## src/design/pzb_pkg.sv

```systemverilog
// Package for the perspective z-buffer point plot unit.
// Holds field widths, status and register codes, and the controller/datapath structs.
// No dependencies.
`default_nettype none

package pzb_pkg;

    // Field widths of the channels and the configuration port.
    localparam int COORD_W    = 32;
    localparam int COLOR_W    = 24;
    localparam int SCALE_W    = 32;
    localparam int NEAR_W     = 31;
    localparam int DEPTH_W    = 32;
    localparam int PIX_X_W    = 10;
    localparam int PIX_Y_W    = 9;
    localparam int CFG_IDX_W  = 1;
    localparam int CFG_DATA_W = 32;

    // Arithmetic widths. A positive depth fits in 31 bits, and the product
    // of a coordinate magnitude and the scale needs 64 bits.
    localparam int Z_W    = 31;
    localparam int PROD_W = 64;
    localparam int FRAC_W = 16;
    // Quotient bits kept: a quotient of 2**13 or more is off screen for any
    // supported screen size.
    localparam int QBITS  = 13;
    localparam int CNT_W  = 4;
    // Signed screen positions before the range check.
    localparam int POS_W  = 16;

    localparam logic [DEPTH_W-1:0]  FAR_DEPTH   = 32'hFFFF_FFFF;
    localparam logic [SCALE_W-1:0]  SCALE_RESET = 32'd36323741;
    localparam logic [NEAR_W-1:0]   NEAR_RESET  = 31'd66;

    // Configuration register indexes.
    localparam logic [CFG_IDX_W-1:0] CFG_PIXEL_SCALE = 1'b0;
    localparam logic [CFG_IDX_W-1:0] CFG_NEAR_LIMIT  = 1'b1;

    // Result status codes.
    typedef enum logic [1:0] {
        STAT_DRAWN   = 2'd0,
        STAT_OFF     = 2'd1,
        STAT_HIDDEN  = 2'd2,
        STAT_CLEARED = 2'd3
    } t_status;

    // Commands from the controller to the datapath.
    typedef struct packed {
        logic    cap_in;
        logic    clr_step;
        logic    mul_go;
        logic    div_load;
        logic    div_step;
        logic    round_go;
        logic    axis;
        logic    addr_go;
        logic    depth_wr;
        logic    out_load;
        t_status status;
    } t_dp_cmd;

    // Status from the datapath to the controller.
    typedef struct packed {
        logic is_clear;
        logic too_near;
        logic div_ovf;
        logic div_last;
        logic off_screen;
        logic depth_win;
        logic sweep_last;
    } t_dp_stat;

endpackage

`default_nettype wire

```

## src/design/pzb_ctrl.sv

```systemverilog
// Controller state machine: sequences clearing, projection, depth test and result.
// Depends on pzb_pkg; drives pzb_datapath through t_dp_cmd.
`default_nettype none

module pzb_ctrl import pzb_pkg::*; (
    input  wire logic     i_clk,
    input  wire logic     i_rst_n,
    input  wire logic     i_in_valid,
    output logic          o_in_ready,
    output logic          o_out_valid,
    input  wire logic     i_out_ready,
    output t_dp_cmd       o_cmd,
    input  wire t_dp_stat i_stat
);

    typedef enum logic [3:0] {
        S_CLEAR,
        S_IDLE,
        S_CHECK,
        S_MUL,
        S_DIVCHK,
        S_DIV,
        S_ROUND,
        S_ADDR,
        S_READ,
        S_CMP,
        S_FINISH
    } t_state;

    t_state  r_state;
    logic    r_out_valid;
    logic    r_axis;
    logic    r_emit;
    t_status r_status;
    logic    w_out_free;

    assign w_out_free  = !r_out_valid || i_out_ready;
    assign o_in_ready  = (r_state == S_IDLE);
    assign o_out_valid = r_out_valid;

    // Commands decoded from the current state.
    always_comb begin
        o_cmd          = '0;
        o_cmd.axis     = r_axis;
        o_cmd.status   = r_status;
        o_cmd.cap_in   = (r_state == S_IDLE) && i_in_valid;
        o_cmd.clr_step = (r_state == S_CLEAR);
        o_cmd.mul_go   = (r_state == S_MUL);
        o_cmd.div_load = (r_state == S_DIVCHK);
        o_cmd.div_step = (r_state == S_DIV);
        o_cmd.round_go = (r_state == S_ROUND);
        o_cmd.addr_go  = (r_state == S_ADDR);
        o_cmd.depth_wr = (r_state == S_CMP) && i_stat.depth_win;
        o_cmd.out_load = (r_state == S_FINISH) && w_out_free;
    end

    // State and registered outputs.
    always_ff @(posedge i_clk) begin
        if (!i_rst_n) begin
            r_state     <= S_CLEAR;
            r_out_valid <= 1'b0;
            r_axis      <= 1'b0;
            r_emit      <= 1'b0;
            r_status    <= STAT_DRAWN;
        end else begin
            if (o_cmd.out_load) begin
                r_out_valid <= 1'b1;
            end else if (i_out_ready) begin
                r_out_valid <= 1'b0;
            end

            case (r_state)
                S_CLEAR: begin
                    if (i_stat.sweep_last) begin
                        r_status <= STAT_CLEARED;
                        r_state  <= r_emit ? S_FINISH : S_IDLE;
                    end
                end
                S_IDLE: begin
                    if (i_in_valid) begin
                        r_state <= S_CHECK;
                    end
                end
                S_CHECK: begin
                    r_axis <= 1'b0;
                    if (i_stat.is_clear) begin
                        r_emit  <= 1'b1;
                        r_state <= S_CLEAR;
                    end else if (i_stat.too_near) begin
                        r_status <= STAT_HIDDEN;
                        r_state  <= S_FINISH;
                    end else begin
                        r_state <= S_MUL;
                    end
                end
                S_MUL: begin
                    r_state <= S_DIVCHK;
                end
                S_DIVCHK: begin
                    if (i_stat.div_ovf) begin
                        r_status <= STAT_OFF;
                        r_state  <= S_FINISH;
                    end else begin
                        r_state <= S_DIV;
                    end
                end
                S_DIV: begin
                    if (i_stat.div_last) begin
                        r_state <= S_ROUND;
                    end
                end
                S_ROUND: begin
                    if (!r_axis) begin
                        r_axis  <= 1'b1;
                        r_state <= S_MUL;
                    end else begin
                        r_state <= S_ADDR;
                    end
                end
                S_ADDR: begin
                    if (i_stat.off_screen) begin
                        r_status <= STAT_OFF;
                        r_state  <= S_FINISH;
                    end else begin
                        r_state <= S_READ;
                    end
                end
                S_READ: begin
                    r_state <= S_CMP;
                end
                S_CMP: begin
                    r_status <= i_stat.depth_win ? STAT_DRAWN : STAT_HIDDEN;
                    r_state  <= S_FINISH;
                end
                S_FINISH: begin
                    if (w_out_free) begin
                        r_emit  <= 1'b0;
                        r_state <= S_IDLE;
                    end
                end
                default: begin
                    r_state <= S_IDLE;
                end
            endcase
        end
    end

endmodule

`default_nettype wire

```

## config.mk

```make
export PLATFORM = sky130hd
export DESIGN_NAME = pzb_ctrl
export DESIGN_NICKNAME = d
export VERILOG_FILES = /design/src/design/pzb_pkg.sv /design/src/design/pzb_ctrl.sv
export SDC_FILE = /design/constraint.sdc
export NUM_CORES = 1
export LEC_CHECK = 0
export CORE_AREA = 2 2 43 45
export DETAILED_ROUTE_END_ITERATION = 16
export DIE_AREA = 0 0 45 47
export DONT_BUFFER_PORTS = 1
export PLACE_DENSITY = 0.66
export RECOVER_POWER = 50
export SLEW_MARGIN = 15
export SYNTH_ARGS = -nofsm -noshare
export SYNTH_HDL_FRONTEND = slang
export SYNTH_SLANG_ARGS = --single-unit
```

## constraint.sdc

```tcl
create_clock -name i_clk -period 4.2 [get_ports i_clk]
set_clock_uncertainty 0.05 [all_clocks]
set_input_delay 1.05 -clock i_clk [delete_from_list [all_inputs] [get_ports i_clk]]
set_output_delay 1.05 -clock i_clk [all_outputs]
set_load 0.03 [all_outputs]
```

==> metrics, run 1 <==
status=finished, final reports clean; reg2reg path depth=5; Mapped Area=781 um^2; routed via count=716; commonest non-fill, non-tap cells in the layout=nor2_1 (12), nand2_1 (10), dfxtp_1 (9); Final Slew Violations=0; final setup TNS=0 ps; DR DRC count=0; largest area contributor in the netlist=dfxtp_1; Post-Layout Cell Count=120; die area=0.00212 mm^2; clk buf depth=2; first-pass GRT wire length=2750 um; placed insts=116; FFs w/ async S/R, synth=0; Final min period=3170 ps; Net Count, Synth=117; top_reg_cell synth=dfxtp_1; initial drt markers=14; CP startpoint kind=flop; critical path's top delay family=simple AND/OR/NAND/NOR gates; Row Count=15; RR Startpoint=r_state[2]$_SDFFE_PN0P_; met1 wire length=779 um; peak supply drop=0.269 mV; fin area=762 um^2; CP required=3100 ps; max layer used=met4; cell chain of the critical path=or4b_1 > inv_1 > and2_1; CTS tree=built; Area after DPL=756 um^2; ANT nets after route=0; Synth Instances=106; Crit Path Category=reg2out; RSZ-0062 raised after global routing=no; Tightest Pin Transition=957 ps; largest net degree at the start of global routing=24; Congestion Overflow GR=0; synth top area cells=dfxtp_1 (23%), nor2_1 (5.8%), nand2b_1 (5.6%), nor2b_1 (5.6%), nand2_1 (4.8%); clock transition at the registers of the reported paths=60 ps; Yosys top cell area share=0.231; leakage=0.000272 uW; Total GRT Usage=0.179; fin util=0.461; Ports=25; Sink Count=9; max_slew headroom=0.357; final hold violations=0; DPL Wire Length=1210 um; vias per cell=5.97; sequential share of the synthesized area=0.231; Power Density=674 mW/mm^2; Max Fclk=316 MHz; fraction of layout cells with a size suffix above 1=0.0777; CP startpoint=r_state[0]$_SDFFE_PN0P_; setup bufs post-CTS=0; EDFF count, synth=0; commonest non-fill, non-tap cell in the layout=nor2_1; routed length on met3=112 um; filler cell count=174; HP Start=r_emit$_SDFFE_PN0P_; slowest cell delay on critical path=700 ps; endpoints failing setup=0; post-CTS resize count=0; worst hold path type=reg2reg; Total Power=513 uW; fin crit share=0.754; CP bufs+invs=1; TritonRoute pass-1 iters=4; root buffer cell=clkbuf_4; maxcap violations=0; DR WL met2=717 um; type of element capturing the critical path=output port; initial antenna violation count=0; mean cell area of the mapped netlist=7.37 um^2; worst skew pair latency=260 ps; # hold bufs at CTS=0; die span in y=47 um; Critical Path Stages=3; core footprint=0.00165 mm^2; Synth Register Bits=9; Initial Utilization=0.473; Die Wd=45 um; DRT Wirelength=1640 um; Area Growth Syn to Fin=-2.40%; Antenna diodes=0; DR WL/cell=13.6 um; placer congestion estimate=0.849; synth unique cells=39; Critical Path Sink=o_cmd[11]; vias in the first global route=635; TritonCTS Buffers=3; FF-to-FF End=r_emit$_SDFFE_PN0P_; PortBufs=0; Max H-tree Level=1; critical path's slowest cell=dfxtp_1; Nets=115; yosys warns=0; crit path DAT=2070 ps; CP Max Fanout=20; Reg2Reg Setup Slack=2050 ps
## routing by layer
metal,global-route usage,up-vias
met1,0.248,323
met4,0.0706,0
met2,0.269,21
li1,-,368
met5,0,-
met3,0.0423,4
## state kept, by name (all words and copies together) (netlist names)
signal       flops
r_state          4
r_emit           1
r_axis           1
r_status         2
o_out_valid      1
## cells in the mapped netlist (all sizes together) (2+ instances only)
cell    count
nor3        5
a21oi       7
a21boi      3
nand3       3
a31oi       3
nor2       12
o21ai       6
nand3b      2
buf         9
dfxtp       9
nand2      10
inv         3
nand2b      7
nor3b       2
o21a        2
nor2b       7
## per-stage QoR
step | hold slack (ps) | setup WS (ps)
global placement | 438 | 1240
finish | 450 | 1030
CTS | 453 | 990
global route | 467 | 900
floorplan | 419 | 1270
detailed placement | 442 | 1220
## where the power goes
group,total (uW),switching [uW],internal (uW)
combinational,250,137,113
sequential,197,87.2,110
clock,66.9,30.3,36.6
## worst reg2reg max path, delay by kind of cell (launching register included)
kind                   cells  cell delay (ps)
and+or+nand+nor            3             1170
DFF                        1              540
buffers and inverters      1              220
AOI/OAI and AO/OA          1               70
## cell families after synthesis
family	count (synthesis)	share of synthesized area
AND/OR/NAND/NOR	54	0.391
flip-flops	9	0.231
multiplexers	1	0.0128
XOR/XNOR	1	0.0112
buffers and inverters	12	0.0929
AO/OA/AOI/OAI	29	0.261
## layout make-up
class,instances,area (um^2),share of cell area
Clock buffer,4,26.3,0.0345
Tap cell,17,21.3,0.0279
Timing Repair Buffer,2,15.0,0.0197
Inverter,3,11.3,0.0148
Sequential cell,9,180,0.236
Multi-Input combinational cell,85,508,0.667
## worst min path at each step
stage,to,slack [ps],cells past startpoint
floorplan,r_emit$_SDFFE_PN0P_,420,2
CTS,r_emit$_SDFFE_PN0P_,450,2
detailed placement,r_emit$_SDFFE_PN0P_,440,2
global route,r_emit$_SDFFE_PN0P_,470,2
global placement,r_emit$_SDFFE_PN0P_,440,2
finish,r_emit$_SDFFE_PN0P_,450,2
Power figures use the tool's default switching activity.
==> run 2, diff against run 1 <==
==> constraint.sdc (replaced) <==
create_clock -name i_clk -period 3.2 [get_ports i_clk]
set_clock_uncertainty 0.05 [all_clocks]
set_input_delay 0.8 -clock i_clk [delete_from_list [all_inputs] [get_ports i_clk]]
set_output_delay 0.8 -clock i_clk [all_outputs]
set_load 0.03 [all_outputs]
==> run 2 against run 1 <==
Against the previous run: critical path depth unchanged; final cell count increased by 4.2%; global-route usage decreased by 1.1 points; worst setup slack got worse by 640 ps; total power increased by 38%; combinational power increased by 69%; clock-buffer cell count unchanged; critical path type unchanged; clock power increased by 33%; register-to-register slack got worse by 1000 ps.
==> metrics, run 2 (synthesis gave the netlist of run 1 again) <==
status=finished, final reports clean; worst hold path type=reg2reg; crit path DAT=1960 ps (-110 ps); Top reg by flops=r_state; worst skew pair latency=260 ps (about the same); Area Growth Syn to Fin=2.88%; Crit Path Category=reg2out; peak supply drop=0.412 mV (+53%); initial drt markers=27 (+13); routed via count=760 (+6.1%); Post-Layout Cell Count=125 (+4.2%); leakage=0.000290 uW (+6.8%); Final min period=2810 ps; die area=0.00212 mm^2 (unchanged); CTS tree=built; Antenna diodes=0 (unchanged); fin crit share=0.877; max reg flops=4 (unchanged); Die Wd=45 um (unchanged); endpoints failing setup=0 (unchanged); Final Slew Violations=0 (unchanged); RSZ-0062 raised after global routing=no; clock transition at the registers of the reported paths=70 ps (about the same); CP required=2350 ps (-750 ps); fraction of layout cells with a size suffix above 1=0.120 (+0.0427); placer congestion estimate=0.799 (-5.9%); Congestion Overflow GR=0 (unchanged); setup bufs post-CTS=0 (unchanged); ANT nets after route=0 (unchanged); clk buf depth=2 (unchanged); vias per cell=6.08 (+1.9%); TritonCTS Buffers=3 (unchanged); DR WL/cell=13.8 um (+1.3%); Reg2Reg Setup Slack=1040 ps (-1010 ps); root buffer cell=clkbuf_4; maxcap violations=0 (unchanged); core footprint=0.00165 mm^2 (unchanged); filler cell count=169 (-2.9%); Tightest Pin Transition=945 ps (-12.4 ps); Initial Utilization=0.473 (unchanged); largest net degree at the start of global routing=23 (-4.2%); DRT Wirelength=1730 um (+5.5%); commonest non-fill, non-tap cells in the layout=nor2_1 (12), nand2_1 (10), dfxtp_1 (9); final hold violations=0 (unchanged); Sink Count=9 (unchanged); final setup TNS=0 ps (unchanged); Row Count=15 (unchanged); CP Max Fanout=14 (-30%); Max Fclk=356 MHz; Total GRT Usage=0.168 (-0.0111); CP startpoint kind=flop; biggest regs=r_state: 4 flops, r_status: 2 flops; Nets=120 (+4.3%); WHS Path Cells=2 (unchanged); first-pass GRT wire length=2610 um (-5.0%); initial antenna violation count=0 (unchanged); commonest non-fill, non-tap cell in the layout=nor2_1; placed insts=121 (+4.3%); WHS=463 ps (+12.5 ps); Max H-tree Level=1 (unchanged); post-CTS resize count=0 (unchanged); Ports=25 (unchanged); die span in y=47 um (unchanged); Power Density=882 mW/mm^2 (+31%); TritonRoute pass-1 iters=4 (unchanged); DPL Wire Length=1310 um (+8.1%); vias in the first global route=652 (+2.7%); type of element capturing the critical path=output port; # hold bufs at CTS=0 (unchanged); PortBufs=0 (unchanged); DR DRC count=0 (unchanged); reg2reg path depth=6 (+1); max_slew headroom=0.365 (+0.00833)
==> run 2: where the power goes <==
group | leakage [uW] | internal (uW) | switching [uW]
sequential | 0.0000737 | 144 | 53.2
combinational | 0.000202 | 167 | 255
clock | 0.0000150 | 48.0 | 40.9
==> run 2: worst paths after layout <==
path,from,endpoint
worst max-delay path,r_state[2]$_SDFFE_PN0P_,o_cmd[6]
worst min-delay path,r_emit$_SDFFE_PN0P_,r_emit$_SDFFE_PN0P_
worst max register to register,r_state[2]$_SDFFE_PN0P_,r_status[1]$_SDFFE_PN0P_
worst min register to register,r_emit$_SDFFE_PN0P_,r_emit$_SDFFE_PN0P_
==> run 2: per-stage QoR <==
stage	worst slack, ps	power (uW)	utilization	instance area (um^2)
3_3_place_gp	739	633	0.480	793
4_1_cts	496	730	0.496	820
3_5_place_dp	713	639	0.480	793
2_1_floorplan	768	572	-	781
6_report	394	708	0.486	803
5_1_grt	257	764	0.486	803
==> run 2: cell type report <==
cell class	count	area, um^2	area share
multi-input combinational	85	523	0.651
sequential	9	180	0.224
timing repair buffer	7	41.3	0.0514
clock buffer	4	26.3	0.0327
tap	17	21.3	0.0265
inverter	3	11.3	0.0140
==> run 2: critical path, stage by stage, from the launching register on <==
cell	delay, ps
dfxtp_1	600
clkbuf_1	350
nand2b_1	220
nor2_1	520
==> run 2: per-layer routing <==
layer | global-route usage | vias up | part of all wire
met5 | 0 | - | 0
met4 | 0.0529 | 0 | 0
met3 | 0.0269 | 0 | 0.093
met2 | 0.294 | 34 | 0.45
met1 | 0.211 | 348 | 0.46
li1 | - | 378 | -
==> run 3, diff against run 2 <==
--- a/config.mk
+++ b/config.mk
@@ -10,8 +10,9 @@
 export DIE_AREA = 0 0 45 47
 export DONT_BUFFER_PORTS = 1
 export PLACE_DENSITY = 0.66
-export RECOVER_POWER = 50
+export RECOVER_POWER = 100
 export SLEW_MARGIN = 15
 export SYNTH_ARGS = -nofsm -noshare
 export SYNTH_HDL_FRONTEND = slang
 export SYNTH_SLANG_ARGS = --single-unit
+export TNS_END_PERCENT = 5
==> run 3 against run 2 <==
Against the previous run: total power decreased by 1.1%; critical path depth did not move; design area is 0.93% lower; routed wire length rose by 1.0%; sequential power hardly changed; non-clock buffer count unchanged; critical path type unchanged; critical endpoint unchanged.
==> metrics, run 3 (synthesis gave the netlist of run 1 again) <==
status=finished, final reports clean; cell chain of the critical path=clkbuf_1 > nand2b_1 > nor2_1; endpoints failing setup=0 (unchanged); Max Fclk=356 MHz (about the same); fin crit share=0.877 (about the same); DR DRC count=0 (unchanged); fraction of layout cells with a size suffix above 1=0.102 (-0.0185); Power Density=880 mW/mm^2 (-0.20%); CTS tree=built; commonest non-fill, non-tap cells in the layout=nor2_1 (12), nand2_1 (10), dfxtp_1 (9); root buffer cell=clkbuf_4; setup bufs post-CTS=0 (unchanged); WHS=463 ps (+0.431 ps); Nets=120 (unchanged); final setup TNS=0 ps (unchanged); CP startpoint kind=flop; Total GRT Usage=0.168 (unchanged); first-pass GRT wire length=2610 um (unchanged); clock transition at the registers of the reported paths=70 ps (about the same); Crit Path Category=reg2out; Ports=25 (unchanged); grt peak-use layer=met2; Top reg by flops=r_state; biggest regs=r_state: 4 flops, r_status: 2 flops; peak supply drop=0.411 mV (-0.24%); vias in the first global route=652 (unchanged); leakage=0.000283 uW (-2.5%); RSZ-0062 raised after global routing=no; Die Wd=45 um (unchanged); post-CTS resize count=0 (unchanged); core footprint=0.00165 mm^2 (unchanged); worst skew pair latency=260 ps (about the same); Max H-tree Level=1 (unchanged); max_slew headroom=0.364 (-0.000799); Antenna diodes=0 (unchanged); crit path DAT=1960 ps (about the same); initial drt markers=28 (+3.7%); met1 usage=0.211 (unchanged); Tightest Pin Transition=946 ps (+1.19 ps); maxcap violations=0 (unchanged); TritonCTS Buffers=3 (unchanged); DR WL/cell=14.0 um (+1.0%); slowest cell delay on critical path=600 ps (about the same); die area=0.00212 mm^2 (unchanged); DRT Wirelength=1740 um (+1.0%); Congestion Overflow GR=0 (unchanged); largest net degree at the start of global routing=23 (unchanged); type of element capturing the critical path=output port; placer congestion estimate=0.799 (unchanged); critical path's slowest cell=dfxtp_1; TritonRoute pass-1 iters=4 (unchanged); grt met3 use=0.0269 (unchanged); Initial Utilization=0.473 (unchanged); CP Max Fanout=14 (unchanged); die span in y=47 um (unchanged); Sink Count=9 (unchanged); clk buf depth=2 (unchanged); PortBufs=0 (unchanged); vias per cell=6.07 (-0.13%); commonest non-fill, non-tap cell in the layout=nor2_1; ANT nets after route=0 (unchanged); max reg flops=4 (unchanged); routed via count=759 (-0.13%); # hold bufs at CTS=0 (unchanged); fin util=0.482 (-0.00455); Area Growth Syn to Fin=1.92%; worst hold path type=reg2reg; final hold violations=0 (unchanged); met2 GRT Util=0.294 (unchanged); CP required=2350 ps (about the same); Final Slew Violations=0 (unchanged); Row Count=15 (unchanged); DPL Wire Length=1310 um (unchanged); Final min period=2810 ps (-0.832 ps); initial antenna violation count=0 (unchanged)
run 3: cell count changes in the layout (fill, tap and decap cells not counted), sizes merged:
cell | before | now
buf | 4 | 3
clkbuf | 7 | 8
run 3: path summary, 6_finish.rpt:
kind | slack, ps | depth (start not counted) | startpoint | to
max | 390 | 3 | r_state[2]$_SDFFE_PN0P_ | o_cmd[6]
min | 460 | 2 | r_emit$_SDFFE_PN0P_ | r_emit$_SDFFE_PN0P_
max reg2reg | 1040 | 6 | r_state[2]$_SDFFE_PN0P_ | r_status[1]$_SDFFE_PN0P_
min reg2reg | 460 | 2 | r_emit$_SDFFE_PN0P_ | r_emit$_SDFFE_PN0P_
run 3: layout make-up:
type                       count  area (um^2)
clock buffer                   4         26.3
fill                         170          856
multi-input combinational     85          519
tap                           17         21.3
inverter                       3         11.3
sequential                     9          180
timing repair buffer           7         37.5
run 3: layer usage:
layer | routed length (um) | vias to the layer above
li1 | - | 377
met1 | 784 | 342
met2 | 783 | 40
met3 | 176 | 0
met4 | 0 | 0
met5 | 0 | -
run 3: through the flow:
| stage | power [uW] | worst slack [ps] | cells | instance area [um^2] |
|---|---|---|---|---|
| after floorplan | 572 | 768 | 106 | 781 |
| after global placement | 633 | 739 | 121 | 793 |
| after detailed placement | 639 | 713 | 121 | 793 |
| after CTS | 730 | 496 | 125 | 820 |
| after global routing | 756 | 263 | 125 | 796 |
| final | 700 | 395 | 125 | 796 |
run 3: worst max-delay path, delay by kind of cell (launching register included):
| family | cells | cell delay [ps] |
|---|---|---|
| AND/OR/NAND/NOR | 2 | 740 |
| flip-flops | 1 | 600 |
| buffers and inverters | 1 | 350 |
run 3: power by group:
| part | total [uW] | internal, uW | leakage, uW | switching (uW) |
|---|---|---|---|---|
| clock network | 88.6 | 48.0 | 0.0000150 | 40.6 |
| logic | 415 | 160 | 0.000195 | 255 |
| registers | 197 | 144 | 0.0000737 | 53.1 |
| total | 700 | 352 | 0.000283 | 348 |
